### config.mk
export PLATFORM = sky130hd
export DESIGN_NAME = rtccal_ctrl
export DESIGN_NICKNAME = d
export VERILOG_FILES = /design/src/hw/rtl/rtccal_pkg.sv /design/src/hw/rtl/rtccal_ctrl.sv
export SDC_FILE = /design/constraint.sdc
export NUM_CORES = 1
export LEC_CHECK = 0
export ABC_AREA = 1
export BUFFER_PORTS_ARGS = -buffer_cell sky130_fd_sc_hd__buf_2
export CORE_AREA = 2 2 39 41
export CTS_CLUSTER_SIZE = 40
export DETAILED_ROUTE_END_ITERATION = 10
export DIE_AREA = 0 0 41 43
export SLEW_MARGIN = 0
export SYNTH_ARGS = -nofsm -noshare
export SYNTH_HDL_FRONTEND = slang
export SYNTH_SLANG_ARGS = --single-unit
### constraint.sdc
create_clock -name clk -period 3.1 [get_ports clk]
set_input_delay 0.155 -clock clk [delete_from_list [all_inputs] [get_ports clk]]
set_output_delay 0.155 -clock clk [all_outputs]
set_load 0.005 [all_outputs]
### src/hw/rtl/rtccal_pkg.sv
package rtccal_pkg;

  localparam int TICK_SHIFT = 15;

  localparam logic [11:0] FIRST_YEAR     = 12'd1970;
  localparam logic [1:0]  FIRST_YEAR_M4  = 2'd2;
  localparam logic [6:0]  FIRST_YEAR_M100 = 7'd70;
  localparam logic [8:0]  FIRST_YEAR_M400 = 9'd370;

  localparam logic [31:0] SECS_LEAP_YEAR = 32'd31622400;
  localparam logic [31:0] SECS_YEAR      = 32'd31536000;
  localparam logic [31:0] SECS_10_DAYS   = 32'd864000;
  localparam logic [31:0] SECS_DAY       = 32'd86400;
  localparam logic [31:0] SECS_10_HOURS  = 32'd36000;
  localparam logic [31:0] SECS_HOUR      = 32'd3600;
  localparam logic [31:0] SECS_10_MINS   = 32'd600;
  localparam logic [31:0] SECS_MIN       = 32'd60;

  localparam logic [3:0] MONTH_JAN = 4'd1;
  localparam logic [3:0] MONTH_FEB = 4'd2;
  localparam logic [3:0] MONTH_DEC = 4'd12;

  typedef enum logic [2:0] {
    PH_YEAR,
    PH_MONTH,
    PH_DAY10,
    PH_DAY1,
    PH_HOUR10,
    PH_HOUR1,
    PH_MIN10,
    PH_MIN1
  } phase_t;

  typedef enum logic [3:0] {
    ST_IDLE,
    ST_YEAR,
    ST_MONTH,
    ST_DAY10,
    ST_DAY1,
    ST_HOUR10,
    ST_HOUR1,
    ST_MIN10,
    ST_MIN1,
    ST_DONE
  } state_t;

  typedef struct packed {
    logic   load;
    logic   step;
    phase_t phase;
  } dp_cmd_t;

  typedef struct packed {
    logic borrow;
    logic not_set;
    logic last_month;
  } dp_status_t;

  // Length of a month in seconds.
  function automatic logic [31:0] month_secs(input logic [3:0] m, input logic leap);
    logic [4:0] days;
    case (m)
      4'd1:      days = 5'd31;
      MONTH_FEB: days = leap ? 5'd29 : 5'd28;
      4'd3:      days = 5'd31;
      4'd4:      days = 5'd30;
      4'd5:      days = 5'd31;
      4'd6:      days = 5'd30;
      4'd7:      days = 5'd31;
      4'd8:      days = 5'd31;
      4'd9:      days = 5'd30;
      4'd10:     days = 5'd31;
      4'd11:     days = 5'd30;
      default:   days = 5'd31;
    endcase
    return 32'(days * SECS_DAY);
  endfunction

endpackage

### src/hw/rtl/rtccal_ctrl.sv
module rtccal_ctrl (
  input  logic                   clk,
  input  logic                   rst,
  input  logic                   start,
  input  rtccal_pkg::dp_status_t status,
  output rtccal_pkg::dp_cmd_t    cmd,
  output logic                   busy,
  output logic                   done
);

  rtccal_pkg::state_t state, state_next;

  always_ff @(posedge clk) begin
    if (rst) begin
      state <= rtccal_pkg::ST_IDLE;
    end else begin
      state <= state_next;
    end
  end

  // Each state steps while no borrow (month: < Dec; year: set), then moves on.
  always_comb begin
    state_next = state;
    cmd.load   = 1'b0;
    cmd.step   = 1'b0;
    cmd.phase  = rtccal_pkg::PH_YEAR;
    busy       = (state != rtccal_pkg::ST_IDLE);
    done       = 1'b0;
    case (state)
      rtccal_pkg::ST_IDLE: begin
        if (start) begin
          cmd.load   = 1'b1;
          state_next = rtccal_pkg::ST_YEAR;
        end
      end
      rtccal_pkg::ST_YEAR: begin
        cmd.phase = rtccal_pkg::PH_YEAR;
        if (status.not_set) begin
          state_next = rtccal_pkg::ST_DONE;
        end else if (status.borrow) begin
          state_next = rtccal_pkg::ST_MONTH;
        end else begin
          cmd.step = 1'b1;
        end
      end
      rtccal_pkg::ST_MONTH: begin
        cmd.phase = rtccal_pkg::PH_MONTH;
        if (status.borrow || status.last_month) begin
          state_next = rtccal_pkg::ST_DAY10;
        end else begin
          cmd.step = 1'b1;
        end
      end
      rtccal_pkg::ST_DAY10: begin
        cmd.phase = rtccal_pkg::PH_DAY10;
        if (status.borrow) state_next = rtccal_pkg::ST_DAY1;
        else cmd.step = 1'b1;
      end
      rtccal_pkg::ST_DAY1: begin
        cmd.phase = rtccal_pkg::PH_DAY1;
        if (status.borrow) state_next = rtccal_pkg::ST_HOUR10;
        else cmd.step = 1'b1;
      end
      rtccal_pkg::ST_HOUR10: begin
        cmd.phase = rtccal_pkg::PH_HOUR10;
        if (status.borrow) state_next = rtccal_pkg::ST_HOUR1;
        else cmd.step = 1'b1;
      end
      rtccal_pkg::ST_HOUR1: begin
        cmd.phase = rtccal_pkg::PH_HOUR1;
        if (status.borrow) state_next = rtccal_pkg::ST_MIN10;
        else cmd.step = 1'b1;
      end
      rtccal_pkg::ST_MIN10: begin
        cmd.phase = rtccal_pkg::PH_MIN10;
        if (status.borrow) state_next = rtccal_pkg::ST_MIN1;
        else cmd.step = 1'b1;
      end
      rtccal_pkg::ST_MIN1: begin
        cmd.phase = rtccal_pkg::PH_MIN1;
        if (status.borrow) state_next = rtccal_pkg::ST_DONE;
        else cmd.step = 1'b1;
      end
      rtccal_pkg::ST_DONE: begin
        done       = 1'b1;
        state_next = rtccal_pkg::ST_IDLE;
      end
      default: begin
        state_next = rtccal_pkg::ST_IDLE;
      end
    endcase
  end

endmodule

==> reports/qor.yml <==
synthesis:
  ys_warn_count: 0
  syn-num-nets: 92
  syn_area_per_cell_sq_um: 5.12
  synthCells: 86
  synth.distinct_cells: 14
  synth_seq_cells: 4
  ys_seq_area_share_pct: 18.2
  syn_area_sq_um: 440
die:
  fp.dieH_um: 43
  die_area_sq_um: 1760
  num_io_pins: 13
  start_util_pct: 31.8
  die_w_um: 41
  core_area_sq_um: 1380
  fp-row-count: 14
worst_setup_path:
  worstPathArrival_ps: 1410
  critPathKind: "register to output port"
  crit_slowest_cell: "dfxtp_1"
  required_ps: 2940
  start_kind: "register"
  end_kind: "output port"
  path_delay_family: "simple AND/OR/NAND/NOR gates"
  cp_common_cell: "nand2_1"
  crit_chain: "inv_2 > nor2_2 > nand2_1 > nand2_1 > nor2_1 > nand2_1 > nand2_1 > inv_1 > buf_2"
  cp_num_buf_inv: 3
  worstPathMaxFanout: 5
  cp_slowest_stage_delay_ps: 400
final_layout:
  final_nets: 109
  nFillCells: 173
  n_antenna_cell: 0
  fin_area_sq_um: 543
  largest_reg_flops: 4
  final_cell_mix: "27 x nand2_1, 18 x nor2_1, 12 x buf_2"
  layout_commonest_cell: "nand2_1"
  top_register: "state"
  fin_util_pct: 39.2
  final_cell_count_no_fill: 117
  drive_gt1_share_pct: 29.7
  top_regs: "state x4"
  syn2layout_area_growth_pct: 23.3
placement:
  gp_congestion: 0.730
  dp.cells: 114
  dp_hpwl_um: 868
  place_area_sq_um: 520
  portBuffers: 12
clock_tree:
  path_clk_slew_ps: 40
  cts_resized: 0
  h-tree-depth: 1
  clk_latency_ps: 230
  cts_tree: "yes"
  cts_hold_buf: 0
  clk_path_buf_depth: 2
  cts_buffers: 3
  root_buffer: "clkbuf_4"
  cts_sinks: 4
  postCtsSetupBuffers: 0
detailed_routing:
  drcViolationCount: 0
  routed.top_layer: "met4"
  dr.pass1.iters: 2
  vias: 528
  wirelength_um: 1020
  drtIter0Drc: 3
  wl_met2_um: 412
  avgViaCountPerCell: 4.51
  wl_met3_um: 47
  m1WireLength_um: 532
  wl_per_cell_um: 8.72
  drt.antenna.violating_nets: 0
sta:
  maxSlewViolCount: 0
  finalHoldViolations: 0
  finalCritPeriodShare_pct: 50.4
  min_period_ps: 1560
  worstMarginPinSlew_ps: 281
  finClkSkew_ps: 3.26
  fmaxAchievable_mhz: 640
  rsz0062_at_grt: "no"
  finalSetupTns_ps: 0
  max_slew_margin_pct: 81.3
  setup_viol: 0
flow_run:
  drv_cap: 0
global_route:
  overflow: 0
  grt_pass1_wl_um: 1780
  grt_pass1_vias: 429
  grt_max_degree: 8
  grt_usage_pct: 15.0
  antenna_found_initial: 0
status:
  status: "finished clean"
power_and_ir_drop:
  p_total_w: 0.000487
  max-vdd-ir-drop_uv: 424
  power.density_nw_per_um2: 898
  p_leak_nw: 0.343
worst_hold_path:
  hold_class: "primary input to register"
layout make-up:
| class | instances | area (sq um) | share of cell area (%) |
|---|---|---|---|
| Multi-Input combinational cell | 66 | 300 | 55.3 |
| Clock buffer | 3 | 22.5 | 4.15 |
| Tap cell | 16 | 20.0 | 3.69 |
| Timing Repair Buffer | 12 | 60.1 | 11.1 |
| Inverter | 16 | 60.1 | 11.1 |
| Sequential cell | 4 | 80.1 | 14.7 |
cell usage after synthesis:
cell	instances	share of area, %
clkinv_1	2	1.7
nand3_1	6	6.8
nand3b_1	1	1.7
nand4_1	3	4.3
nand3_2	2	4.5
inv_2	6	5.1
nor2_1	18	15
nand2_1	27	23
dfxtp_1	4	18
nand2_2	2	2.8
nor4_1	1	1.4
inv_1	8	6.8
nor3_1	1	1.1
nor2_2	5	7.1
tightest hold or removal path: stages:
cell and delay [ps]:
buf_2 70, inv_1 60, nand2_1 70, nor2_1 30
power by group:
part | switching, W | total [W] | internal [W]
Sequential | 0.0000220 | 0.0000920 | 0.0000699
Clock | 0.0000205 | 0.0000637 | 0.0000432
Combinational | 0.000209 | 0.000332 | 0.000123
Total | 0.000252 | 0.000487 | 0.000236
worst paths after layout:
kind	startpoint	to	slack [ps]	cells past startpoint
worst min-delay path	rst	state[2]	200	4
worst min register to register	state[3]	state[3]	580	4
worst max-delay path	state[2]	cmd[3]	1540	9
worst max register to register	state[2]	state[0]	1800	10
kinds of logic (layout without fill, tap and decap cells):
| family | after synthesis | count (layout) | synth area share [%] |
|---|---|---|---|
| DFF | 4 | 4 | 18.2 |
| buffers and inverters | 16 | 31 | 13.6 |
| and+or+nand+nor | 66 | 66 | 68.2 |
layer usage:
layer	track usage, %	vias up
li1	-	293
met1	20.5	220
met2	20.3	11
met3	3.14	4
met4	10.0	0
met5	0	-
through the flow:
| stage | hold WS (ps) | worst slack [ps] |
|---|---|---|
| floorplan | 334 | 1970 |
| global placement | 444 | 1790 |
| detailed placement | 448 | 1800 |
| CTS | 202 | 1540 |
| global route | 228 | 1330 |
| finish | 200 | 1540 |
No activity file was read; power rests on OpenSTA's default activity.
