--- src/hw/rtl/rtccal_pkg.sv ---
package rtccal_pkg;

  localparam int TICK_SHIFT = 15;

  localparam logic [11:0] FIRST_YEAR     = 12'd1970;
  localparam logic [1:0]  FIRST_YEAR_M4  = 2'd2;
  localparam logic [6:0]  FIRST_YEAR_M100 = 7'd70;
  localparam logic [8:0]  FIRST_YEAR_M400 = 9'd370;

  localparam logic [31:0] SECS_LEAP_YEAR = 32'd31622400;
  localparam logic [31:0] SECS_YEAR      = 32'd31536000;
  localparam logic [31:0] SECS_10_DAYS   = 32'd864000;
  localparam logic [31:0] SECS_DAY       = 32'd86400;
  localparam logic [31:0] SECS_10_HOURS  = 32'd36000;
  localparam logic [31:0] SECS_HOUR      = 32'd3600;
  localparam logic [31:0] SECS_10_MINS   = 32'd600;
  localparam logic [31:0] SECS_MIN       = 32'd60;

  localparam logic [3:0] MONTH_JAN = 4'd1;
  localparam logic [3:0] MONTH_FEB = 4'd2;
  localparam logic [3:0] MONTH_DEC = 4'd12;

  typedef enum logic [2:0] {
    PH_YEAR,
    PH_MONTH,
    PH_DAY10,
    PH_DAY1,
    PH_HOUR10,
    PH_HOUR1,
    PH_MIN10,
    PH_MIN1
  } phase_t;

  typedef enum logic [3:0] {
    ST_IDLE,
    ST_YEAR,
    ST_MONTH,
    ST_DAY10,
    ST_DAY1,
    ST_HOUR10,
    ST_HOUR1,
    ST_MIN10,
    ST_MIN1,
    ST_DONE
  } state_t;

  typedef struct packed {
    logic   load;
    logic   step;
    phase_t phase;
  } dp_cmd_t;

  typedef struct packed {
    logic borrow;
    logic not_set;
    logic last_month;
  } dp_status_t;

  // Length of a month in seconds.
  function automatic logic [31:0] month_secs(input logic [3:0] m, input logic leap);
    logic [4:0] days;
    case (m)
      4'd1:      days = 5'd31;
      MONTH_FEB: days = leap ? 5'd29 : 5'd28;
      4'd3:      days = 5'd31;
      4'd4:      days = 5'd30;
      4'd5:      days = 5'd31;
      4'd6:      days = 5'd30;
      4'd7:      days = 5'd31;
      4'd8:      days = 5'd31;
      4'd9:      days = 5'd30;
      4'd10:     days = 5'd31;
      4'd11:     days = 5'd30;
      default:   days = 5'd31;
    endcase
    return 32'(days * SECS_DAY);
  endfunction

endpackage

--- src/hw/rtl/rtccal_dp.sv ---
module rtccal_dp (
  input  logic                   clk,
  input  logic                   rst,
  input  logic                   cfg_we,
  input  logic [31:0]            cfg_data,
  input  logic [31:0]            counter_value,
  input  rtccal_pkg::dp_cmd_t    cmd,
  output rtccal_pkg::dp_status_t status,
  output logic                   not_set,
  output logic [11:0]            year,
  output logic [3:0]             month,
  output logic [4:0]             day,
  output logic [4:0]             hour,
  output logic [5:0]             minute,
  output logic [5:0]             second
);

  logic [31:0] offset;
  logic [31:0] secs;
  logic        ns;
  logic [11:0] yr;
  logic [1:0]  yr_m4;
  logic [6:0]  yr_m100;
  logic [8:0]  yr_m400;
  logic [3:0]  mon;
  logic [4:0]  dom;
  logic [4:0]  hr;
  logic [5:0]  mins;

  logic        leap;
  logic [31:0] k;
  logic [32:0] diff;

  assign leap = ((yr_m4 == 2'd0) && (yr_m100 != 7'd0)) || (yr_m400 == 9'd0);

  always_comb begin
    case (cmd.phase)
      rtccal_pkg::PH_YEAR:   k = leap ? rtccal_pkg::SECS_LEAP_YEAR : rtccal_pkg::SECS_YEAR;
      rtccal_pkg::PH_MONTH:  k = rtccal_pkg::month_secs(mon, leap);
      rtccal_pkg::PH_DAY10:  k = rtccal_pkg::SECS_10_DAYS;
      rtccal_pkg::PH_DAY1:   k = rtccal_pkg::SECS_DAY;
      rtccal_pkg::PH_HOUR10: k = rtccal_pkg::SECS_10_HOURS;
      rtccal_pkg::PH_HOUR1:  k = rtccal_pkg::SECS_HOUR;
      rtccal_pkg::PH_MIN10:  k = rtccal_pkg::SECS_10_MINS;
      rtccal_pkg::PH_MIN1:   k = rtccal_pkg::SECS_MIN;
      default:               k = rtccal_pkg::SECS_MIN;
    endcase
  end

  // Top bit set means secs < k.
  assign diff = {1'b0, secs} - {1'b0, k};

  assign status.borrow     = diff[32];
  assign status.not_set    = ns;
  assign status.last_month = (mon == rtccal_pkg::MONTH_DEC);

  always_ff @(posedge clk) begin
    if (rst) begin
      offset <= 32'd0;
    end else if (cfg_we) begin
      offset <= cfg_data;
    end
  end

  always_ff @(posedge clk) begin
    if (cmd.load) begin
      secs    <= offset + (counter_value >> rtccal_pkg::TICK_SHIFT);
      ns      <= (offset == 32'd0);
      yr      <= rtccal_pkg::FIRST_YEAR;
      yr_m4   <= rtccal_pkg::FIRST_YEAR_M4;
      yr_m100 <= rtccal_pkg::FIRST_YEAR_M100;
      yr_m400 <= rtccal_pkg::FIRST_YEAR_M400;
      mon     <= rtccal_pkg::MONTH_JAN;
      dom     <= 5'd1;
      hr      <= 5'd0;
      mins    <= 6'd0;
    end else if (cmd.step) begin
      secs <= diff[31:0];
      case (cmd.phase)
        rtccal_pkg::PH_YEAR: begin
          yr      <= yr + 12'd1;
          yr_m4   <= yr_m4 + 2'd1;
          yr_m100 <= (yr_m100 == 7'd99) ? 7'd0 : yr_m100 + 7'd1;
          yr_m400 <= (yr_m400 == 9'd399) ? 9'd0 : yr_m400 + 9'd1;
        end
        rtccal_pkg::PH_MONTH:  mon  <= mon + 4'd1;
        rtccal_pkg::PH_DAY10:  dom  <= dom + 5'd10;
        rtccal_pkg::PH_DAY1:   dom  <= dom + 5'd1;
        rtccal_pkg::PH_HOUR10: hr   <= hr + 5'd10;
        rtccal_pkg::PH_HOUR1:  hr   <= hr + 5'd1;
        rtccal_pkg::PH_MIN10:  mins <= mins + 6'd10;
        rtccal_pkg::PH_MIN1:   mins <= mins + 6'd1;
        default: ;
      endcase
    end
  end

  // Zero the fields when the clock was never set.
  assign not_set = ns;
  assign year    = ns ? 12'd0 : yr;
  assign month   = ns ? 4'd0  : mon;
  assign day     = ns ? 5'd0  : dom;
  assign hour    = ns ? 5'd0  : hr;
  assign minute  = ns ? 6'd0  : mins;
  assign second  = ns ? 6'd0  : secs[5:0];

endmodule

--- config.mk ---
export PLATFORM = sky130hd
export DESIGN_NAME = rtccal_dp
export DESIGN_NICKNAME = d
export VERILOG_FILES = /design/src/hw/rtl/rtccal_pkg.sv /design/src/hw/rtl/rtccal_dp.sv
export SDC_FILE = /design/constraint.sdc
export NUM_CORES = 1
export LEC_CHECK = 0
export ABC_AREA = 1
export BUFFER_PORTS_ARGS = -buffer_cell sky130_fd_sc_hd__buf_2
export CAP_MARGIN = 15
export CORE_ASPECT_RATIO = 0.7
export CORE_MARGIN = 5
export CORE_UTILIZATION = 40
export CTS_BUF_LIST = sky130_fd_sc_hd__clkbuf_2 sky130_fd_sc_hd__clkbuf_4 sky130_fd_sc_hd__clkbuf_8
export CTS_CLUSTER_SIZE = 14
export DETAILED_ROUTE_END_ITERATION = 10
export PLACE_DENSITY = 0.62
export SYNTH_ARGS = -nofsm -noshare
export SYNTH_HDL_FRONTEND = slang
export SYNTH_SLANG_ARGS = --single-unit
--- constraint.sdc ---
create_clock -name clk -period 7.6 [get_ports clk]
set_input_delay 1.52 -clock clk [delete_from_list [all_inputs] [get_ports clk]]
set_output_delay 1.52 -clock clk [all_outputs]
set_load 0.02 [all_outputs]
==> flow_metrics.tcl <==
set metrics [dict create \
    postCtsSetupRepairBufs 0 \
    regArea_sq_um 2630 \
    syn-num-nets 1611 \
    max-clock-path-buffers 2 \
    rsz0062_at_grt "false" \
    timing.clock.skew_ns 0.0184 \
    grt_antenna_before_repair 0 \
    netlist_instances 1477 \
    worstSetupEndpointType "output pin" \
    std_cell_rows 46 \
    ir_drop_uv 113 \
    yosysWarningCount 0 \
    route.final.wire_length_mm 25.9 \
    cap_violations 0 \
    residual_antenna_violating_net_count_after_detailed_routing 0 \
    multiInputGateArea_sq_um 5510 \
    drive_above_1_share 0.101 \
    worst_hold_slack_ns 0.477 \
    asyncSetResetFlopFracSynth 0 \
    grt_max_degree 60 \
    slowest_delay_ns 0.36 \
    crit_path_cell_trace "buf_2, inv_1, nand2_4, nor2_8, inv_1, nor2_1, inv_1, o41ai_1, ha_1, nand2_1, inv_1, a21oi_1, o21bai_1, nand2_1, nand3_1, a21oi_1, buf_2" \
    hold_path_startpoint "dom[4]" \
    worstSetupPathDepth 17 \
    cts-buffers-inserted 17 \
    core_sq_um 22600 \
    gp_congestion 0.926 \
    finish.net_count 1700 \
    grt_pass1_wl_mm 43.0 \
    setup-violations-final 0 \
    critical_path_s_slowest_cell "sky130_fd_sc_hd__ha_1" \
    die_h_um 137 \
    ys.flop_type "sky130_fd_sc_hd__dfxtp_1" \
    timing.setup.tns_ns 0 \
    ctsHoldBuffers 0 \
    timing.critical_path.required_ns 6.08 \
    outcome "completed" \
    maxSlewViolCount 0 \
    crit_path_frequent_cell "sky130_fd_sc_hd__inv_1" \
    critical_path_arrival_ns 4.34 \
    cts_root_buf "sky130_fd_sc_hd__clkbuf_8" \
    cts_tree "yes" \
    powerDensity_nw_per_um2 207 \
    htreeDepth 4 \
    port-buffer-count 98 \
    crit_type "input pin to output pin" \
    timing.critical_path.fanout_max 6 \
    ys_seq_area_frac 0.286 \
    wl_per_cell_um 13.7 \
    final.period_utilization 0.771 \
    diodes 0 \
    ys_ff_latch 115 \
    hp-class "flop to flop" \
    max-slew-margin-rel 0.426 \
    grt_total_ovfl 0 \
    route.detailed.vias_per_inst 4.98 \
    worst_setup_path_startpoint "cmd[1]" \
    die_w_um 191 \
    cp_top_family "simple AND/OR/NAND/NOR gates" \
    min_period_ns 5.86 \
    fmax_mhz 171 \
    cts_sinks 115 \
    syn_area_per_cell_sq_um 6.23 \
    route.detailed.drc 0 \
    timing.hold.worst_path_depth 2 \
    synth-edff-count 33 \
    finalPower_uw 2150 \
    most-common-layout-cells "sky130_fd_sc_hd__nand2_1, sky130_fd_sc_hd__inv_1, sky130_fd_sc_hd__nor2_1" \
    grt_pass1_vias 8693 \
    routed-via-count 9419 \
    worst_pin_slew_ns 0.856 \
    design.die.area_sq_um 26200 \
    hold_viol 0 \
    post_cts_sizing_count 0 \
    worst-path-buf-inv 6 \
    hpwlAfterDp_mm 20.6 \
    areaGrowthSynthToFinish_pct 13.2 \
    initial_utilization 0.407 \
    fillerInstances 2360 \
    synth.cell_area_sq_um 9200 \
    initialDrtViolationCount 662 \
    timing.rr.start "yr_m100[0]" \
    design.portCount 114 \
    p_leak_uw 0.00538 \
    ys_types 55 \
    clock_latency_ns 0.45 \
    start_kind "input pin" \
    overall_global_routing_usage 0.204 \
    drt_first_pass_iters 5 \
    layout.cells.most_common "sky130_fd_sc_hd__nand2_1" \
    worstRegToRegCells 20 \
    worst_setup_hold_path_clk_slew_ns 0.08 \
]
==> path summary, 6_finish.rpt <==
path                to  slack, ns
max          status[2]       1.74
min reg2reg     dom[4]       0.48
min             dom[4]       0.48
max reg2reg   secs[24]       3.64
==> synth_stat cells, types with 4 or more instances <==
master,count,area share
sky130_fd_sc_hd__nand2_1,448,0.18
sky130_fd_sc_hd__inv_1,237,0.097
sky130_fd_sc_hd__nor2_1,158,0.064
sky130_fd_sc_hd__nand3_1,118,0.064
sky130_fd_sc_hd__a21oi_1,91,0.050
sky130_fd_sc_hd__dfxtp_1,82,0.18
sky130_fd_sc_hd__o21ai_0,72,0.039
sky130_fd_sc_hd__ha_1,60,0.082
sky130_fd_sc_hd__edfxtp_1,33,0.11
sky130_fd_sc_hd__nor3_1,23,0.013
sky130_fd_sc_hd__clkbuf_1,21,0.0086
sky130_fd_sc_hd__a211oi_1,15,0.012
sky130_fd_sc_hd__nand4_1,14,0.0095
sky130_fd_sc_hd__nor4_1,9,0.0061
sky130_fd_sc_hd__xor2_1,9,0.0086
sky130_fd_sc_hd__buf_1,6,0.0024
sky130_fd_sc_hd__o21bai_1,6,0.0049
sky130_fd_sc_hd__nor2_4,5,0.0061
sky130_fd_sc_hd__nor3b_1,5,0.0041
sky130_fd_sc_hd__o211ai_1,5,0.0041
sky130_fd_sc_hd__buf_4,4,0.0033
==> cell type report <==
class	count	area share
Multi-Input combinational cell	1087	0.529
Sequential cell	115	0.253
Inverter	242	0.0877
Timing Repair Buffer	103	0.0507
Tap cell	312	0.0375
Clock buffer	22	0.0273
Clock inverter	10	0.0148
==> state kept, by name, indices dropped and copies added, names as in the netlist <==
name     count
offset      32
secs        32
yr          12
yr_m400      9
yr_m100      7
mins         6
dom          5
hr           5
mon          4
yr_m4        2
not_set      1
==> report_power, final <==
group	switching, uW	leakage [uW]	internal (uW)
logic	506	0.00413	248
clock network	268	0.000227	384
registers	40.6	0.00102	705
total	815	0.00538	1340
==> per-stage QoR <==
stage | utilization | area [sq um] | worst slack (ns) | instances
2_1_floorplan | - | 9200 | 2.66 | 1477
3_3_place_gp | 0.441 | 9970 | 1.86 | 1859
3_5_place_dp | 0.441 | 9970 | 1.83 | 1859
4_1_cts | 0.460 | 10400 | 1.81 | 1891
5_1_grt | 0.460 | 10400 | 1.44 | 1891
6_report | 0.460 | 10400 | 1.74 | 1891
==> worst register-to-register path: stages, from the launching register on <==
cell,delay (ns)
sky130_fd_sc_hd__dfxtp_1,0.36
sky130_fd_sc_hd__inv_1,0.09
sky130_fd_sc_hd__ha_1,0.15
sky130_fd_sc_hd__nand3_1,0.07
sky130_fd_sc_hd__o21ai_0,0.47
sky130_fd_sc_hd__nand3_1,0.19
sky130_fd_sc_hd__nand2_1,0.16
sky130_fd_sc_hd__inv_1,0.10
sky130_fd_sc_hd__ha_1,0.19
sky130_fd_sc_hd__o21ai_0,0.17
sky130_fd_sc_hd__nand2_1,0.10
sky130_fd_sc_hd__ha_1,0.37
sky130_fd_sc_hd__nand2_1,0.12
sky130_fd_sc_hd__nor2_1,0.30
sky130_fd_sc_hd__nand2_1,0.18
sky130_fd_sc_hd__nor3_1,0.17
sky130_fd_sc_hd__nand2_1,0.13
sky130_fd_sc_hd__nand3_1,0.15
sky130_fd_sc_hd__nand2_1,0.07
sky130_fd_sc_hd__nand3_1,0.06
sky130_fd_sc_hd__nand2_1,0.09
==> cell families (layout without fill, tap and decap cells) <==
logic type,after synthesis,count (layout),synth area share
XOR/XNOR,11,11,0.0105
multiplexers,1,1,0.00109
adder cells (fa/ha/maj),62,62,0.0860
flip-flops,115,115,0.286
AND/OR/NAND/NOR,799,799,0.371
AO/OA/AOI/OAI,214,214,0.130
buffers and inverters,275,377,0.115
==> metal layers <==
layer | wire length, um | global-route usage | vias up
li1 | - | - | 4940
met1 | 13700 | 0.314 | 4201
met2 | 10200 | 0.294 | 256
met3 | 1810 | 0.0408 | 22
met4 | 256 | 0.0415 | 0
met5 | 0 | 0 | -
Power figures use the tool's default switching activity.
